## src/pfba_pkg.sv

```systemverilog
// Shared constants, codes and types of the page frame bitmap allocator.
`timescale 1ns / 1ps
package pfba_pkg;

  localparam int NumFramesDef  = 1048576;
  localparam int FrameBytesDef = 4096;
  localparam int WordBitsDef   = 64;
  localparam int NumWordsDef   = (NumFramesDef + WordBitsDef - 1) / WordBitsDef;
  localparam int BitIdxW       = 6;
  localparam int AddrW         = 32;
  localparam int LenW          = 33;

  typedef enum logic [1:0] {
    CMD_ADD   = 2'd0,
    CMD_ALLOC = 2'd1,
    CMD_FREE  = 2'd2
  } cmd_e;

  typedef enum logic [1:0] {
    STATUS_OK     = 2'd0,
    STATUS_OOM    = 2'd1,
    STATUS_BEYOND = 2'd2
  } status_e;

  typedef enum logic [2:0] {
    ST_CLEAR,
    ST_IDLE,
    ST_RANGE,
    ST_ALLOC,
    ST_PUSH
  } state_e;

  typedef struct packed {
    logic               found;
    logic [BitIdxW-1:0] bit_idx;
  } word_stat_t;

endpackage

```

## src/pfba_word_unit.sv

```systemverilog
// Word modify logic: clears a bit range or claims the lowest free frame of one bitmap word.
`timescale 1ns / 1ps
module pfba_word_unit #(
  parameter int WORD_BITS = pfba_pkg::WordBitsDef
) (
  input  logic                 alloc_i,
  input  logic [WORD_BITS-1:0] rdata_i,
  input  logic [WORD_BITS-1:0] clr_mask_i,
  input  logic [WORD_BITS-1:0] valid_mask_i,
  output logic [WORD_BITS-1:0] wdata_o,
  output pfba_pkg::word_stat_t stat_o
);

  logic [WORD_BITS-1:0]         free_bits;
  logic [WORD_BITS-1:0]         lowest;
  logic [pfba_pkg::BitIdxW-1:0] idx;

  assign free_bits = ~rdata_i & valid_mask_i;
  assign lowest    = free_bits & (~free_bits + WORD_BITS'(1));

  always_comb begin
    idx = '0;
    for (int i = 0; i < WORD_BITS; i++) begin
      if (lowest[i]) begin
        idx = idx | pfba_pkg::BitIdxW'(i);
      end
    end
  end

  assign wdata_o        = alloc_i ? (rdata_i | lowest) : (rdata_i & ~clr_mask_i);
  assign stat_o.found   = |free_bits;
  assign stat_o.bit_idx = idx;

endmodule

```

## config.mk

```make
export PLATFORM = sky130hd
export DESIGN_NAME = pfba_word_unit
export DESIGN_NICKNAME = d
export VERILOG_FILES = /design/src/pfba_pkg.sv /design/src/pfba_word_unit.sv
export SDC_FILE = /design/constraint.sdc
export NUM_CORES = 1
export LEC_CHECK = 0
export BUFFER_PORTS_ARGS = -buffer_cell sky130_fd_sc_hd__buf_4
export CORE_AREA = 2 2 101 103
export DETAILED_ROUTE_END_ITERATION = 8
export DIE_AREA = 0 0 103 105
export PLACE_DENSITY = 0.76
export SYNTH_ARGS = -nofsm -noshare
export SYNTH_HDL_FRONTEND = slang
export SYNTH_SLANG_ARGS = --single-unit
```

## constraint.sdc

```tcl
create_clock -name vclk -period 3.4
set_input_delay 0.85 -clock vclk [all_inputs]
set_output_delay 0.85 -clock vclk [all_outputs]
set_load 0.02 [all_outputs]
```

-- After elaboration in Yosys (flattened, before gate mapping)
Cells that the tools add are included.
- add/sub/neg operators: 1
- multiplexer cells: 64
- bitwise gates (word level): 7
- reductions and logical operators: 1
- operators by type and width (operator ; count):
    $and 64x64->64 ; 3
    $mux 6 ; 32
    $not 64->64 ; 3
    $mux 5 ; 16
    $add 64x1->64 const B ; 1
    $mux 64 ; 1
    $or 64x64->64 ; 1
    $reduce_or 64->1 ; 1
    $mux 4 ; 8
    $mux 3 ; 4
    $mux 2 ; 2
    $mux 1 ; 1
- bits in registers: 0
- output and inout port bits: 71
- word-level logic and storage cells: 73

-- Longest topological paths before layout
- depth after elaboration: 68
- mapped depth: 10

-- Least setup slack after synthesis
Ideal clock, no wire load.
- path type: input to output
- start point: input port valid_mask_i[7]
- end point: output port wdata_o[62]
- data arrival time: 2.689 ns
- data required time: 2.550 ns
- path slack: -0.139 ns
- stages on the path: 8
- buffers on the path: 0
- cells stage by stage: nor2b_4 > a2111oi_4 > nand3_4 > nor2_8 > nand2_4 > nor4_4 > a31oi_1 > a21oi_1
- cells in the longest elaborated chain, start to end: 6
- ends and longest elaborated chain (what ; RTL line ; text):
    start, declared ; pfba_word_unit.sv:9 ; input logic [WORD_BITS-1:0] valid_mask_i,
    $and 64x64->64 ; pfba_word_unit.sv:18 ; assign free_bits = ~rdata_i & valid_mask_i;
    $not 64->64 ; pfba_word_unit.sv:19 ; assign lowest = free_bits & (~free_bits + WORD_BITS'(1));
    $add 64x1->64 ; pfba_word_unit.sv:19 ;
    $and 64x64->64 ; pfba_word_unit.sv:19 ;
    $or 64x64->64 ; pfba_word_unit.sv:30 ; assign wdata_o = alloc_i ? (rdata_i | lowest) : (rdata_i & ~clr_mask_i);
    $mux 64 ; pfba_word_unit.sv:30 ;
    end, declared ; pfba_word_unit.sv:10 ; output logic [WORD_BITS-1:0] wdata_o,
Every way passes these cells.

==> impl_metrics.env <==
export IMPL_syn_num_nets=651
export IMPL_routed_via_count=5861
export IMPL_drt_vias_per_instance=5.75
export IMPL_multi_input_area_um2=3680
export IMPL_fmax_mhz=259
export IMPL_routabilityCongestion=1.07
export IMPL_die_w_um=103
export IMPL_seq_area_frac_synth_pct=0
export IMPL_critical_path_startpoint="rdata_i[13]"
export IMPL_hold_class="in -> out"
export IMPL_drv_cap=0
export IMPL_synth_area_top_cells="a21oi_1, nor2b_1, a31oi_1, nor2_1, nand3_1"
export IMPL_rsz0062_at_grt="yes"
export IMPL_synth_cells=458
export IMPL_synth_area_leader_cell="a21oi_1"
export IMPL_antenna_found_initial=0
export IMPL_critPathArrivalTime_ps=3010
export IMPL_hp_start="clr_mask_i[36]"
export IMPL_grt_pass1_wl_mm=27.7
export IMPL_wl_per_cell_um=20.1
export IMPL_cts_hold_buffers=0
export IMPL_drtIter0Drc=468
export IMPL_wirelength_mm=20.4
export IMPL_slew_violations=0
export IMPL_period_needed_ps=3860
export IMPL_place_ws_ps=-694
export IMPL_setup_tns_ps=-16160
export IMPL_cp_start_kind="input pin"
export IMPL_yosys_area_top_type_share_pct=12.4
export IMPL_die_h_um=105
export IMPL_ir_drop_v=0.0000924
export IMPL_final_antenna_net_count=0
export IMPL_status="complete, but fails checks"
export IMPL_period_share_pct=114
export IMPL_area_growth_pct=164
export IMPL_slew_headroom_pct=67.7
export IMPL_dpl_hpwl_mm=14.9
export IMPL_cp_required_ps=2550
export IMPL_cp_end_kind="output pin"
export IMPL_drt_pass1_iterations=5
export IMPL_yosysUniqueCellTypes=63
export IMPL_timing_hold_ws_ps=1950
export IMPL_fillers=633
export IMPL_nets=1081
export IMPL_io_buffer_count=264
export IMPL_grt_max_degree=34
export IMPL_grt_pass1_vias=5929
export IMPL_n_antenna_cell=0
export IMPL_clock_buffers=0
export IMPL_dp_cells=989
export IMPL_powerDensity_nw_per_um2=120
export IMPL_yosysWarnings=0
export IMPL_worstMarginPinSlew_ps=472
export IMPL_worstSetupPathType="in -> out"
export IMPL_final_cell_area_um2=7560
export IMPL_drc=0
export IMPL_io_pins=264
export IMPL_seq_cells=0
export IMPL_die_area_um2=10800
export IMPL_power_leakage_nw=3.60
export IMPL_dpl_cell_area_um2=6130
export IMPL_seqCellArea_um2=0
export IMPL_hold_violations=0
export IMPL_initial_core_util_pct=29.7
export IMPL_gr_total_overflow=0
export IMPL_synth_area_um2=2860
export IMPL_rows=36
export IMPL_fin_ws_ps=-461
export IMPL_drive_above_1_share_pct=69.3
export IMPL_final_cell_count_no_fill=1019
export IMPL_grt_total_usage_pct=31.6
export IMPL_core_area_um2=9640
export IMPL_setup_viol=57
export IMPL_worstPathMaxFanout=5
export IMPL_synth_area_per_cell_um2=6.25
export IMPL_violations="setup timing"
-- power by group --
group / switching (mW) / internal (mW) / total [mW]
Clock: 0 / 0 / 0
Combinational: 0.445 / 0.466 / 0.911
Sequential: 0 / 0 / 0
-- final cells by class --
type                       instances  share of cell area (%)
multi-input combinational        423                    48.7
timing repair buffer             445                    48.0
tap                              133                    2.20
inverter                          18                    1.06
-- routing by layer --
metal  global-route usage [%]  part of all wire, %  vias up
li1                         -                    -     2617
met1                     33.4                   35     2741
met2                     60.6                   51      394
met3                     5.69                  8.8      109
met4                     10.8                  5.5        0
met5                        0                    0        -
-- cell families after synthesis --
| logic type | count (synthesis) | synth area share (%) |
|---|---|---|
| AO/OA/AOI/OAI | 161 | 35.5 |
| AND/OR/NAND/NOR | 262 | 59.0 |
| buffers and inverters | 35 | 5.50 |
-- critical path: stages --
cell and delay [ps]:
buf_6 80, and2b_4 190, nor4b_4 420, nand4_4 270, nor2_8 230, nand2_4 110, buf_8 160, nor3b_4 220
buf_6 160, nor4_1 60, nand4_1 90, buf_4 160
-- worst paths after layout --
| check | end | slack, ps | cells past startpoint |
|---|---|---|---|
| worst max-delay path | stat_o[1] | -460 | 12 |
| worst min-delay path | wdata_o[36] | 1950 | 3 |
-- per-stage QoR --
stage	total power, mW	util (%)
global route	0.958	78.4
finish	0.911	78.4
global placement	0.735	63.6
CTS	0.795	67.6
detailed placement	0.755	63.6
floorplan	0.309	-
-- placed cells by master, fill, tap and decap left out, types with 6 or more instances in the layout --
| master | count |
|---|---|
| buf_4 | 377 |
| buf_6 | 63 |
| a21oi_1 | 35 |
| a21oi_2 | 35 |
| nor2b_1 | 30 |
| nor2_1 | 28 |
| nand2_1 | 26 |
| nand4_1 | 18 |
| nand2b_1 | 16 |
| inv_1 | 15 |
| a31oi_4 | 13 |
| nand3_1 | 13 |
| o21ai_0 | 12 |
| a31oi_1 | 11 |
| and2b_1 | 10 |
| nor3_4 | 9 |
| nor2b_4 | 9 |
| nor3_1 | 8 |
| nor4_4 | 8 |
| nand3_2 | 8 |
| a41oi_2 | 7 |
| o21ai_2 | 6 |
| nor2_4 | 6 |
-- cell usage after synthesis, drive strengths merged, types with 5 or more instances --
| library cell | number |
|---|---|
| nor3 | 22 |
| a31oi | 27 |
| nor4 | 14 |
| and2b | 13 |
| o21ai | 23 |
| nor4b | 6 |
| buf | 6 |
| nand3 | 24 |
| nand2b | 16 |
| a2bb2oi | 5 |
| nor2 | 37 |
| nor3b | 8 |
| nor2b | 44 |
| and3 | 9 |
| a2111oi | 5 |
| inv | 18 |
| clkbuf | 11 |
| nand3b | 5 |
| a41oi | 10 |
| nand4 | 19 |
| a21oi | 71 |
| nand2 | 32 |
-- what timing repair did --
action / CTS / global route
buffers inserted: 12 / 24
resized for setup: 72 / 178
endpoints found under the setup margin: 55 / 59
pin swaps: 23 / 67
gates cloned: 0 / 0
(Power assumes the default switching activity.)
